**src/rtl/asr_pkg.sv**
```systemverilog
package asr_pkg;

	localparam logic [3:0] MODE_TICK       = 4'd0;
	localparam logic [3:0] MODE_CHECK      = 4'd1;
	localparam logic [3:0] MODE_CONNECT    = 4'd2;
	localparam logic [3:0] MODE_DISCONNECT = 4'd3;
	localparam logic [3:0] MODE_POLL       = 4'd4;
	localparam logic [3:0] MODE_READ       = 4'd5;
	localparam logic [3:0] MODE_WRITE      = 4'd6;
	localparam logic [3:0] MODE_REGISTER   = 4'd7;
	localparam logic [3:0] MODE_DEREGISTER = 4'd8;

	localparam logic [2:0] RSP_NONE       = 3'd0;
	localparam logic [2:0] RSP_CHECK      = 3'd1;
	localparam logic [2:0] RSP_CONNECT    = 3'd2;
	localparam logic [2:0] RSP_DISCONNECT = 3'd3;
	localparam logic [2:0] RSP_POLL       = 3'd4;
	localparam logic [2:0] RSP_READ       = 3'd5;
	localparam logic [2:0] RSP_WRITE      = 3'd6;

	localparam logic [1:0] STS_ZERO = 2'd0;
	localparam logic [1:0] STS_OK   = 2'd1;
	localparam logic [1:0] STS_FAIL = 2'd2;

	localparam logic [1:0] SRC_NONE   = 2'd0;
	localparam logic [1:0] SRC_DEVID  = 2'd1;
	localparam logic [1:0] SRC_ATTR   = 2'd2;

	localparam logic [2:0] EV_NONE         = 3'd0;
	localparam logic [2:0] EV_CONNECTED    = 3'd1;
	localparam logic [2:0] EV_DISCONNECTED = 3'd2;
	localparam logic [2:0] EV_READ         = 3'd3;
	localparam logic [2:0] EV_WRITTEN      = 3'd4;

	localparam logic [1:0] CFG_ENABLE      = 2'd0;
	localparam logic [1:0] CFG_DROPOUT     = 2'd1;
	localparam logic [1:0] CFG_DEVID_ADDR  = 2'd2;
	localparam logic [1:0] CFG_DEVID_LEN   = 2'd3;

	localparam logic [15:0] DROPOUT_RESET = 16'd5000;
	localparam logic [15:0] QUIET_MAX     = 16'hFFFF;

	typedef struct packed {
		logic [1:0]  perms;
		logic [15:0] length;
		logic [15:0] address;
		logic [7:0]  id;
	} entry_t;

	typedef struct packed {
		logic [2:0]  kind;
		logic [1:0]  status;
		logic [1:0]  src;
		logic [15:0] paddr;
		logic [15:0] plen;
		logic [15:0] fill;
		logic [2:0]  ev;
		logic [7:0]  evid;
		logic        terr;
	} result_t;

	typedef struct packed {
		logic capture;
		logic scan_inc;
		logic rd_en;
		logic rd_last;
		logic hit_set;
		logic commit;
	} cmd_t;

	typedef struct packed {
		logic need_lookup;
		logic is_dereg;
		logic count_zero;
		logic id_match;
		logic scan_end;
		logic out_free;
	} stat_t;

endpackage

```
**src/rtl/attribute_server_responder.sv**
```systemverilog
// Attribute protocol responder: each beat on the slave stream (mode in tuser) yields exactly
// one result beat on the master stream (response kind in tuser). Ticks, check, connect,
// disconnect, poll and register pass from accept through a start state to a finish state
// that registers the result once the master side is free. Read, write and deregister
// search the attribute table, a memory read and compared one entry at a time up to the
// first matching id (all valid entries on a miss); a deregister hit then fetches the last
// entry. A new beat is accepted while the previous result still waits on the master side.
// Table entries are not cleared after reset; write configuration only while no beat is in flight.
module attribute_server_responder #(
	parameter int TABLE_ENTRIES = 16
) (
	input  logic        clk,
	input  logic        arst_n,
	input  logic        s_tvalid,
	output logic        s_tready,
	// attr_id, attr_address, attr_length, can_read, can_write, payload_size
	input  logic [63:0] s_tdata,
	// mode
	input  logic [3:0]  s_tuser,
	output logic        m_tvalid,
	input  logic        m_tready,
	// response_status, payload_source, payload_address, payload_length, fill_size,
	// event_kind, event_attr_id, table_error
	output logic [63:0] m_tdata,
	// response_kind
	output logic [2:0]  m_tuser,
	input  logic        cfg_wr_en,
	input  logic [1:0]  cfg_index,
	input  logic [15:0] cfg_data
);
	import asr_pkg::*;

	cmd_t  cmd;
	stat_t stat;

	asr_ctrl u_ctrl (
		.clk      (clk),
		.arst_n   (arst_n),
		.s_tvalid (s_tvalid),
		.s_tready (s_tready),
		.cmd      (cmd),
		.stat     (stat)
	);

	asr_dp #(
		.TABLE_ENTRIES (TABLE_ENTRIES)
	) u_dp (
		.clk       (clk),
		.arst_n    (arst_n),
		.cmd       (cmd),
		.stat      (stat),
		.s_tdata   (s_tdata),
		.s_tuser   (s_tuser),
		.m_tvalid  (m_tvalid),
		.m_tready  (m_tready),
		.m_tdata   (m_tdata),
		.m_tuser   (m_tuser),
		.cfg_wr_en (cfg_wr_en),
		.cfg_index (cfg_index),
		.cfg_data  (cfg_data)
	);

endmodule

```
**src/rtl/asr_ctrl.sv**
```systemverilog
module asr_ctrl (
	input  logic           clk,
	input  logic           arst_n,
	input  logic           s_tvalid,
	output logic           s_tready,
	output asr_pkg::cmd_t  cmd,
	input  asr_pkg::stat_t stat
);
	import asr_pkg::*;

	typedef enum logic [5:0] {
		ST_IDLE  = 6'b000001,
		ST_START = 6'b000010,
		ST_RD    = 6'b000100,
		ST_CMP   = 6'b001000,
		ST_LAST  = 6'b010000,
		ST_FIN   = 6'b100000
	} state_t;

	state_t state_q, state_d;

	assign s_tready = (state_q == ST_IDLE);

	always_comb begin
		state_d = state_q;
		cmd     = '0;
		unique case (state_q)
			ST_IDLE: begin
				if (s_tvalid) begin
					cmd.capture = 1'b1;
					state_d     = ST_START;
				end
			end
			ST_START: begin
				if (stat.need_lookup && !stat.count_zero) begin
					state_d = ST_RD;
				end else begin
					state_d = ST_FIN;
				end
			end
			ST_RD: begin
				cmd.rd_en = 1'b1;
				state_d   = ST_CMP;
			end
			ST_CMP: begin
				priority if (stat.id_match) begin
					cmd.hit_set = 1'b1;
					state_d     = stat.is_dereg ? ST_LAST : ST_FIN;
				end else if (stat.scan_end) begin
					state_d = ST_FIN;
				end else begin
					cmd.scan_inc = 1'b1;
					state_d      = ST_RD;
				end
			end
			ST_LAST: begin
				cmd.rd_en   = 1'b1;
				cmd.rd_last = 1'b1;
				state_d     = ST_FIN;
			end
			ST_FIN: begin
				if (stat.out_free) begin
					cmd.commit = 1'b1;
					state_d    = ST_IDLE;
				end
			end
			default: begin
				state_d = ST_IDLE;
			end
		endcase
	end

	always_ff @(posedge clk or negedge arst_n) begin
		if (!arst_n) begin
			state_q <= ST_IDLE;
		end else begin
			state_q <= state_d;
		end
	end

endmodule

```
**src/rtl/asr_dp.sv**
```systemverilog
module asr_dp #(
	parameter int TABLE_ENTRIES = 16
) (
	input  logic           clk,
	input  logic           arst_n,
	input  asr_pkg::cmd_t  cmd,
	output asr_pkg::stat_t stat,
	input  logic [63:0]    s_tdata,
	input  logic [3:0]     s_tuser,
	output logic           m_tvalid,
	input  logic           m_tready,
	output logic [63:0]    m_tdata,
	output logic [2:0]     m_tuser,
	input  logic           cfg_wr_en,
	input  logic [1:0]     cfg_index,
	input  logic [15:0]    cfg_data
);
	import asr_pkg::*;

	localparam int IW = (TABLE_ENTRIES > 1) ? $clog2(TABLE_ENTRIES) : 1;
	localparam int CW = $clog2(TABLE_ENTRIES + 1);
	localparam logic [CW-1:0] FULL = CW'(TABLE_ENTRIES);

	logic          en_q;
	logic [15:0]   dropout_q;
	logic [15:0]   devaddr_q;
	logic [7:0]    devlen_q;

	logic          connected_q, conn_d;
	logic [15:0]   quiet_q, quiet_d, quiet_inc;
	logic [CW-1:0] count_q, count_d;

	logic [3:0]    mode_q;
	logic [7:0]    id_q;
	logic [15:0]   addr_q;
	logic [15:0]   len_q;
	logic          rd_q;
	logic          wr_q;
	logic [15:0]   psize_q;

	logic [IW-1:0] scan_idx_q;
	logic [IW-1:0] hit_idx_q;
	logic          hit_q;

	entry_t        mem [TABLE_ENTRIES];
	entry_t        mem_rd_q;
	logic [IW-1:0] rd_addr;
	logic [CW-1:0] last_idx;
	logic          mem_we;
	logic [IW-1:0] mem_wa;
	entry_t        mem_wd;

	result_t       res;
	result_t       out_q;
	logic          out_valid_q;

	assign last_idx = count_q - CW'(1);
	assign rd_addr  = cmd.rd_last ? last_idx[IW-1:0] : scan_idx_q;

	assign stat.need_lookup = (mode_q == MODE_READ) || (mode_q == MODE_WRITE) ||
		(mode_q == MODE_DEREGISTER);
	assign stat.is_dereg    = (mode_q == MODE_DEREGISTER);
	assign stat.count_zero  = (count_q == '0);
	assign stat.id_match    = (mem_rd_q.id == id_q);
	assign stat.scan_end    = ((CW'(scan_idx_q) + CW'(1)) >= count_q);
	assign stat.out_free    = !out_valid_q || m_tready;

	always_ff @(posedge clk) begin
		if (cmd.capture) begin
			mode_q  <= s_tuser;
			id_q    <= s_tdata[7:0];
			addr_q  <= s_tdata[23:8];
			len_q   <= s_tdata[39:24];
			rd_q    <= s_tdata[40];
			wr_q    <= s_tdata[41];
			psize_q <= s_tdata[57:42];
		end
	end

	always_ff @(posedge clk or negedge arst_n) begin
		if (!arst_n) begin
			scan_idx_q <= '0;
			hit_idx_q  <= '0;
			hit_q      <= 1'b0;
		end else if (cmd.capture) begin
			scan_idx_q <= '0;
			hit_q      <= 1'b0;
		end else begin
			if (cmd.scan_inc) begin
				scan_idx_q <= scan_idx_q + IW'(1);
			end
			if (cmd.hit_set) begin
				hit_q     <= 1'b1;
				hit_idx_q <= scan_idx_q;
			end
		end
	end

	always_ff @(posedge clk) begin
		if (mem_we) begin
			mem[mem_wa] <= mem_wd;
		end
		if (cmd.rd_en) begin
			mem_rd_q <= mem[rd_addr];
		end
	end

	assign quiet_inc = (quiet_q != QUIET_MAX) ? quiet_q + 16'd1 : quiet_q;

	always_comb begin
		res     = '0;
		conn_d  = connected_q;
		quiet_d = quiet_q;
		count_d = count_q;
		mem_we  = 1'b0;
		mem_wa  = hit_idx_q;
		mem_wd  = mem_rd_q;
		if (en_q && (mode_q >= MODE_CHECK) && (mode_q <= MODE_WRITE)) begin
			quiet_d = '0;
		end
		unique case (mode_q)
			MODE_TICK: begin
				if (en_q) begin
					quiet_d = quiet_inc;
					if (connected_q && (quiet_inc > dropout_q)) begin
						conn_d = 1'b0;
						res.ev = EV_DISCONNECTED;
					end
				end
			end
			MODE_CHECK: begin
				if (en_q && !connected_q) begin
					res.kind  = RSP_CHECK;
					res.src   = SRC_DEVID;
					res.paddr = devaddr_q;
					res.plen  = {8'd0, devlen_q};
				end
			end
			MODE_CONNECT: begin
				if (en_q) begin
					if (!connected_q) begin
						res.ev = EV_CONNECTED;
					end
					conn_d     = 1'b1;
					res.kind   = RSP_CONNECT;
					res.status = STS_OK;
				end
			end
			MODE_DISCONNECT: begin
				if (en_q) begin
					if (connected_q) begin
						res.ev = EV_DISCONNECTED;
					end
					conn_d   = 1'b0;
					res.kind = RSP_DISCONNECT;
				end
			end
			MODE_POLL: begin
				if (en_q && connected_q) begin
					res.kind = RSP_POLL;
				end
			end
			MODE_READ: begin
				if (en_q) begin
					res.kind = RSP_READ;
					if (hit_q && mem_rd_q.perms[0]) begin
						res.status = STS_OK;
						res.src    = SRC_ATTR;
						res.paddr  = mem_rd_q.address;
						res.plen   = mem_rd_q.length;
						res.ev     = EV_READ;
						res.evid   = id_q;
					end else begin
						res.status = STS_FAIL;
					end
				end
			end
			MODE_WRITE: begin
				if (en_q) begin
					res.kind = RSP_WRITE;
					if (hit_q && mem_rd_q.perms[1]) begin
						res.status = STS_OK;
						res.src    = SRC_ATTR;
						res.paddr  = mem_rd_q.address;
						res.plen   = mem_rd_q.length;
						res.fill   = psize_q;
						res.ev     = EV_WRITTEN;
						res.evid   = id_q;
					end else begin
						res.status = STS_FAIL;
					end
				end
			end
			MODE_REGISTER: begin
				if (count_q < FULL) begin
					mem_we  = 1'b1;
					mem_wa  = count_q[IW-1:0];
					mem_wd  = '{perms: {wr_q, rd_q}, length: len_q, address: addr_q, id: id_q};
					count_d = count_q + CW'(1);
				end else begin
					res.terr = 1'b1;
				end
			end
			MODE_DEREGISTER: begin
				if (hit_q) begin
					mem_we  = 1'b1;
					count_d = last_idx;
				end
			end
			default: begin
			end
		endcase
		if (!cmd.commit) begin
			mem_we = 1'b0;
		end
	end

	always_ff @(posedge clk or negedge arst_n) begin
		if (!arst_n) begin
			en_q        <= 1'b0;
			dropout_q   <= DROPOUT_RESET;
			devaddr_q   <= '0;
			devlen_q    <= '0;
			connected_q <= 1'b0;
			quiet_q     <= '0;
			count_q     <= '0;
		end else if (cfg_wr_en) begin
			unique case (cfg_index)
				CFG_ENABLE: begin
					en_q <= cfg_data[0];
					// disable, or a fresh start, drops the link
					if (!cfg_data[0] || !en_q) begin
						connected_q <= 1'b0;
					end
				end
				CFG_DROPOUT:    dropout_q <= cfg_data;
				CFG_DEVID_ADDR: devaddr_q <= cfg_data;
				CFG_DEVID_LEN:  devlen_q  <= cfg_data[7:0];
				default: begin
				end
			endcase
		end else if (cmd.commit) begin
			connected_q <= conn_d;
			quiet_q     <= quiet_d;
			count_q     <= count_d;
		end
	end

	always_ff @(posedge clk or negedge arst_n) begin
		if (!arst_n) begin
			out_valid_q <= 1'b0;
		end else if (cmd.commit) begin
			out_valid_q <= 1'b1;
		end else if (m_tready) begin
			out_valid_q <= 1'b0;
		end
	end

	always_ff @(posedge clk) begin
		if (cmd.commit) begin
			out_q <= res;
		end
	end

	assign m_tvalid = out_valid_q;
	assign m_tuser  = out_q.kind;
	assign m_tdata  = {out_q.terr, out_q.evid, out_q.ev, out_q.fill, out_q.plen,
		out_q.paddr, out_q.src, out_q.status};

`ifndef SYNTH
	a_count_bound: assert property (@(posedge clk) disable iff (!arst_n)
		count_q <= FULL)
		else $error("entry count above table size");

	a_commit_free: assert property (@(posedge clk) disable iff (!arst_n)
		cmd.commit |-> (!out_valid_q || m_tready))
		else $error("result overwritten before taken");

	a_reg_grows: assert property (@(posedge clk) disable iff (!arst_n)
		(cmd.commit && !cfg_wr_en && (mode_q == MODE_REGISTER) && (count_q < FULL))
		|=> (count_q == $past(count_q) + CW'(1)))
		else $error("register did not add an entry");

	a_dereg_shrinks: assert property (@(posedge clk) disable iff (!arst_n)
		(cmd.commit && !cfg_wr_en && (mode_q == MODE_DEREGISTER) && hit_q)
		|=> (count_q == $past(count_q) - CW'(1)))
		else $error("deregister did not remove an entry");

	a_hit_in_range: assert property (@(posedge clk) disable iff (!arst_n)
		(cmd.hit_set) |-> (CW'(scan_idx_q) < count_q))
		else $error("hit outside valid entries");
`endif

endmodule

```
**config.mk**
```make
export PLATFORM = sky130hd
export DESIGN_NAME = attribute_server_responder
export DESIGN_NICKNAME = d
export VERILOG_FILES = /design/src/rtl/asr_pkg.sv /design/src/rtl/attribute_server_responder.sv /design/src/rtl/asr_ctrl.sv /design/src/rtl/asr_dp.sv
export SDC_FILE = /design/constraint.sdc
export NUM_CORES = 1
export LEC_CHECK = 0
export BUFFER_PORTS_ARGS = -buffer_cell sky130_fd_sc_hd__buf_2
export CAP_MARGIN = 20
export CORE_MARGIN = 2
export CORE_UTILIZATION = 40
export DETAILED_ROUTE_END_ITERATION = 10
export PLACE_DENSITY = 0.54
export SYNTH_ARGS = -nofsm -noshare
export SYNTH_HDL_FRONTEND = slang
export SYNTH_HIERARCHICAL = 1
export SYNTH_SLANG_ARGS = --single-unit
```
**constraint.sdc**
```tcl
create_clock -name clk -period 16.95 [get_ports clk]
set_clock_uncertainty 0.05 [all_clocks]
set_input_delay 1.695 -clock clk [delete_from_list [all_inputs] [get_ports clk]]
set_output_delay 1.695 -clock clk [all_outputs]
set_load 0.01 [all_outputs]
```
=== Word-level counts from Yosys, hierarchy flattened ===
Memory sizes are Yosys's and may differ from the RTL's. A register that Yosys moved wholly into a read port is not among the register bits.
Cells that the tools add are included.

* Bitwise operators: 2
* Muxes and demuxes: 76
* Order comparisons: 5
* Shifts and indexed selects: 0
* Add/subtract/negate cells: 5
* Eq/ne operators: 29
* Reductions and logical operators: 37
* Divide/modulo/power cells: 0
* Multiply operators: 0

{| class="wikitable"
|+ Operators by type and width
! operator !! count
|-
| 34-bit case mux with 3 select lines || 1
|-
| 42-bit two-way mux || 2
|-
| 66-bit two-way mux || 1
|-
| 16-bit two-way mux || 4
|-
| 61-bit two-way mux || 1
|-
| 39-bit two-way mux || 1
|-
| 6-bit two-way mux || 6
|-
| 6-bit case mux with 6 select lines || 1
|-
| 34-bit two-way mux || 1
|-
| 33-bit two-way mux || 1
|-
| 1-bit two-way mux || 32
|-
| 4-bit two-way mux || 6
|-
| 3-bit case mux with 6 select lines || 1
|-
| 16-bit by 1-bit adder with 16-bit output (second input constant) || 1
|-
| 4-bit by 3-bit equality test with 1-bit output (second input constant) || 4
|-
| 16-bit greater-than comparator || 1
|-
| 16-bit != test (second input constant) || 1
|-
| 8-bit case mux with 2 select lines || 1
|-
| 3-bit case mux with 5 select lines || 1
|-
| 2-bit AND reduction || 7
|-
| 2-bit two-way mux || 6
|-
| 3-bit by 2-bit != test with 1-bit output (second input constant) || 4
|-
| 11-bit two-way mux || 1
|-
| 10-bit two-way mux || 1
|-
| other kinds (41) || 68
|}

* Bits of input ports: 91
* Memories: 1
* Word-level logic and storage cells: 183
* Latch bits: 0
* Output and inout port bits: 69
* Memory bits (writable): 672
* Bits in registers: 208
* Bits in read-only memories: 0

{| class="wikitable"
|+ Memory list
! memory !! words !! bits a word !! read ports !! clocked after Yosys merged registers in !! wr ports !! line !! RTL
|-
| u_dp.mem || 16 || 42 || 1 || 1 || 1 || asr_dp.sv:45 || <nowiki>entry_t mem [TABLE_ENTRIES];</nowiki>
|}

=== Logic depth before layout (Yosys ltp) ===
* Depth after elaboration: 9
* Mapped depth: 13
* Mapped depth without buffers: 12

=== Cells and area by module ===
Netlist, hierarchy kept.

{| class="wikitable"
|+ Modules (own cells, without submodules)
! module !! area an instance (µm²) !! instances !! seq. area each (µm²) !! cells an instance
|-
| asr_dp || 36064.6 || 1 || 27147.3 || 1863
|-
| asr_ctrl || 437.9 || 1 || 151.4 || 43
|}

=== Worst setup path before layout ===
Ideal clock, no wire load.

* Path kind: input to register
* Start point: in m_tready
* End point: mem u_dp/mem[5][0] (netlist bit) (enable)
* Arrival: 6.044 ns
* Buffers on the path: 0
* Setup time: 0.442 ns
* Stages: 4
* Path slack: 10.414 ns
* Path through: nand2b_1 -> and4b_1 -> o21ai_0 -> nor2_1

{| class="wikitable"
|+ RTL lines
! element !! line !! RTL
|-
| from (decl) || attribute_server_responder.sv:21 || <nowiki>input logic m_tready,</nowiki>
|-
| to (decl) || asr_dp.sv:45 ||
|}

==> results_dict.tcl <==
set metrics [dict create \
    drt_iter0_markers 1835 \
    slowest_stage "buf_4" \
    final_cell_mix "edfxtp_1, nand2_1, buf_2, mux4_2, clkbuf_16" \
    die_h_um 306 \
    ir_drop_mv 0.0832 \
    yosys_warnings 6 \
    yosysUniqueCellTypes 76 \
    worstRegToRegCells 9 \
    hold_path_depth 1 \
    antenna_found_initial 1 \
    cap_violations 0 \
    worstMarginPinSlew_ps 1070 \
    cp-start-kind "flop" \
    worst_ep_arrival_time_ps 5800 \
    async_flop_share_pct 8.57 \
    rsz0062_at_grt "false" \
    post_cts_buffers 0 \
    post-dp-hpwl_mm 45.2 \
    routed_wl_mm 86.7 \
    io_pins 160 \
    r2r_slack_ps 11500 \
    syn-num-nets 2023 \
    clk_pin_slew_ps 60 \
    cts-root-buf "clkbuf_16" \
    synthToLayoutAreaGrowth_pct 15.2 \
    final_hold_viol_count 0 \
    gp_congestion 0.842 \
    grt_pass1_vias 19400 \
    finalCritPeriodShare_pct 32.1 \
    setup_ws_ps 11500 \
    synth_area_per_cell_um2 19.2 \
    cp_max_fo 63 \
    dr.pass1.iters 5 \
    status "finished, final reports clean" \
    final_nets 2227 \
    fin_cells 3370 \
    cts_made_buffers 99 \
    ys_seq_area_share_pct 74.8 \
    p_leak_nw 14.1 \
    ys.flop_type "edfxtp_1" \
    endpoint_kind "flop" \
    clockBufferDepth 3 \
    fin_total_pwr_mw 4.97 \
    report.final.slew_viol_count 0 \
    vias_per_cell 5.54 \
    post_cts_resized 0 \
    holdPathEnd "u_dp/dropout_q[6]$_DFFE_PN0P_" \
    critical_path_class "reg2reg" \
    hold_buffers 0 \
    period_needed_ps 5450 \
    critPathRequiredTime_ps 17310 \
    slew-limit-headroom_pct 28.4 \
    wl_per_cell_um 25.7 \
    detail-route-antenna-nets 0 \
    syn-cell-area_um2 36500 \
    grt_start_max_net_pins 68 \
    cts_tree "yes" \
    clock_sinks 922 \
    htree_levels 3 \
    initial_utilization_pct 40.4 \
    syn_inst 1906 \
    globalRouteTotalUtil_pct 18.6 \
    dp_slack_ps 11470 \
    max_freq_mhz 184 \
    die_area_um2 93700 \
    min_from "u_dp/dropout_q[6]$_DFFE_PN0P_" \
    synth_seq_cells 922 \
    r2r_end "u_dp/mem_rd_q[27]$_DFFE_PP_" \
    worstPathCellList "nor4_1 -> and2_1 -> mux2i_4 -> buf_4 -> buf_4 -> buf_4 -> mux4_4 -> a22oi_2 -> nand2_1" \
    finalSetupTns_ps 0 \
    cpPeakStageDelay_ps 910 \
    setup_violations 0 \
    core-area_um2 90300 \
    grt_pass1_wl_mm 128 \
    layout_commonest_cell "edfxtp_1" \
    hp-class "reg2reg" \
    num_vias 18700 \
    p_per_area_nw_per_um2 118 \
    dp.cells 3184 \
    r2r_start "u_ctrl/state_q[1]$_DFFE_PN0P_" \
    crit_top_cell "buf_4" \
    grt-ovfl-total 0 \
    route.detailed.drc 0 \
    clk_latency_ps 660 \
    fp.dieW_um 306 \
    drive_above_1_share_pct 29.9 \
    synth_edf_count 843 \
    n_antenna_cell 0 \
    rows 110 \
    io_buffer_count 153 \
]
state kept, by name, indices dropped and copies added (netlist names), 5 cells and up, named ones only:
| register | count |
|---|---|
| u_ctrl/state_q | 6 |
| u_dp/addr_q | 16 |
| u_dp/count_q | 5 |
| u_dp/mem_rd_q | 42 |
| u_dp/m_tdata | 64 |
| u_dp/psize_q | 16 |
| u_dp/dropout_q | 16 |
| u_dp/quiet_q | 7 |
| u_dp/mem | 672 |
| u_dp/devlen_q | 8 |
| u_dp/id_q | 8 |
| u_dp/devaddr_q | 16 |
| u_dp/len_q | 16 |
how the worst max path moves through the flow:
stage | from | depth (start not counted) | slack (ps) | end
detailed placement | u_ctrl/state_q[1]$_DFFE_PN0P_ | 9 | 11470 | u_dp/mem_rd_q[27]$_DFFE_PP_
finish | u_ctrl/state_q[1]$_DFFE_PN0P_ | 9 | 11500 | u_dp/mem_rd_q[27]$_DFFE_PP_
floorplan | m_tready | 4 | 10410 | u_dp/mem[5][0]$_DFFE_PP_
global route | u_ctrl/state_q[1]$_DFFE_PN0P_ | 9 | 11150 | u_dp/mem_rd_q[27]$_DFFE_PP_
global placement | u_ctrl/state_q[1]$_DFFE_PN0P_ | 9 | 11480 | u_dp/mem_rd_q[28]$_DFFE_PP_
CTS | u_ctrl/state_q[1]$_DFFE_PN0P_ | 9 | 11450 | u_dp/mem_rd_q[27]$_DFFE_PP_
worst max-delay path: cells and delay by family (launching register included):
kind,cells,cell delay [ps]
AND/OR/NAND/NOR,3,1070
AO/OA/AOI/OAI,1,200
buffers and inverters,3,2370
multiplexers,2,850
flip-flops,1,480
where the power goes:
part / internal [mW] / total [mW] / switching (mW)
clock network: 1.31 / 2.22 / 0.904
logic: 0.0701 / 0.173 / 0.103
registers: 2.54 / 2.58 / 0.0405
total: 3.92 / 4.97 / 1.05
final cells by class:
| class | instances | area (µm²) |
|---|---|---|
| flip-flops and latches | 922 | 27300 |
| clock buffers | 111 | 2530 |
| multi-input cells | 867 | 8740 |
| clock inverters | 74 | 837 |
| repair buffers | 192 | 1050 |
| inverters | 28 | 105 |
| well taps | 1176 | 1470 |
| fillers | 7599 | 48300 |
synthesized netlist by cell type (6+ instances only):
cell | instances | area (µm²)
nor3b_1 | 7 | 52.6
a22o_1 | 30 | 263
buf_4 | 8 | 60.1
edfxtp_1 | 843 | 25300
and3_1 | 9 | 56.3
dfstp_2 | 6 | 158
xor2_1 | 10 | 87.6
mux4_4 | 20 | 500
a22oi_1 | 44 | 330
mux2_2 | 46 | 518
nand2_1 | 194 | 728
ha_1 | 26 | 325
xnor2_1 | 21 | 184
dfrtp_1 | 73 | 1830
nor3_1 | 12 | 60.1
buf_6 | 18 | 203
nand4_1 | 14 | 87.6
a21oi_1 | 25 | 125
nor2b_1 | 10 | 62.6
clkbuf_1 | 26 | 97.6
a31oi_1 | 8 | 50.1
buf_2 | 34 | 170
a22oi_2 | 40 | 500
nand2b_1 | 8 | 50.1
inv_1 | 27 | 101
mux4_2 | 148 | 3330
and2_1 | 34 | 213
nor2_1 | 48 | 180
nand3b_1 | 6 | 45.0
a21o_1 | 10 | 75.1
nand3_1 | 19 | 95.1
o21ai_0 | 24 | 120
metal layers:
metal  global-route usage [%]  vias up  share of wire, %  wire length [µm]
met5                        0        -                 0                 0
met4                     4.99        0               1.9              1610
met3                     2.49      109               5.2              4520
met2                     30.9      541                49             42100
met1                     26.0     9964                44             38500
li1                         -     8062                 -                 -
cell families (layout without fill, tap and decap cells):
| kind of cell | count (synthesis) | after routing | share of synthesized area, % |
|---|---|---|---|
| flops | 922 | 922 | 74.8 |
| simple gates | 390 | 390 | 5.23 |
| mux | 216 | 216 | 12.0 |
| compound gates | 204 | 204 | 4.57 |
| buf+inv | 117 | 405 | 1.81 |
| xor+xnor | 31 | 31 | 0.744 |
| fa+ha+maj | 26 | 26 | 0.891 |
per-stage QoR:
stage / hold slack [ps] / utilization (%) / cell area (µm²)
after floorplan: 429 / - / 36500
after global placement: 439 / 42.8 / 38600
after detailed placement: 446 / 42.8 / 38700
after CTS: 461 / 46.6 / 42000
after global routing: 475 / 46.6 / 42000
final: 458 / 46.6 / 42000
Note: power is estimated with default switching activity, not from simulation.
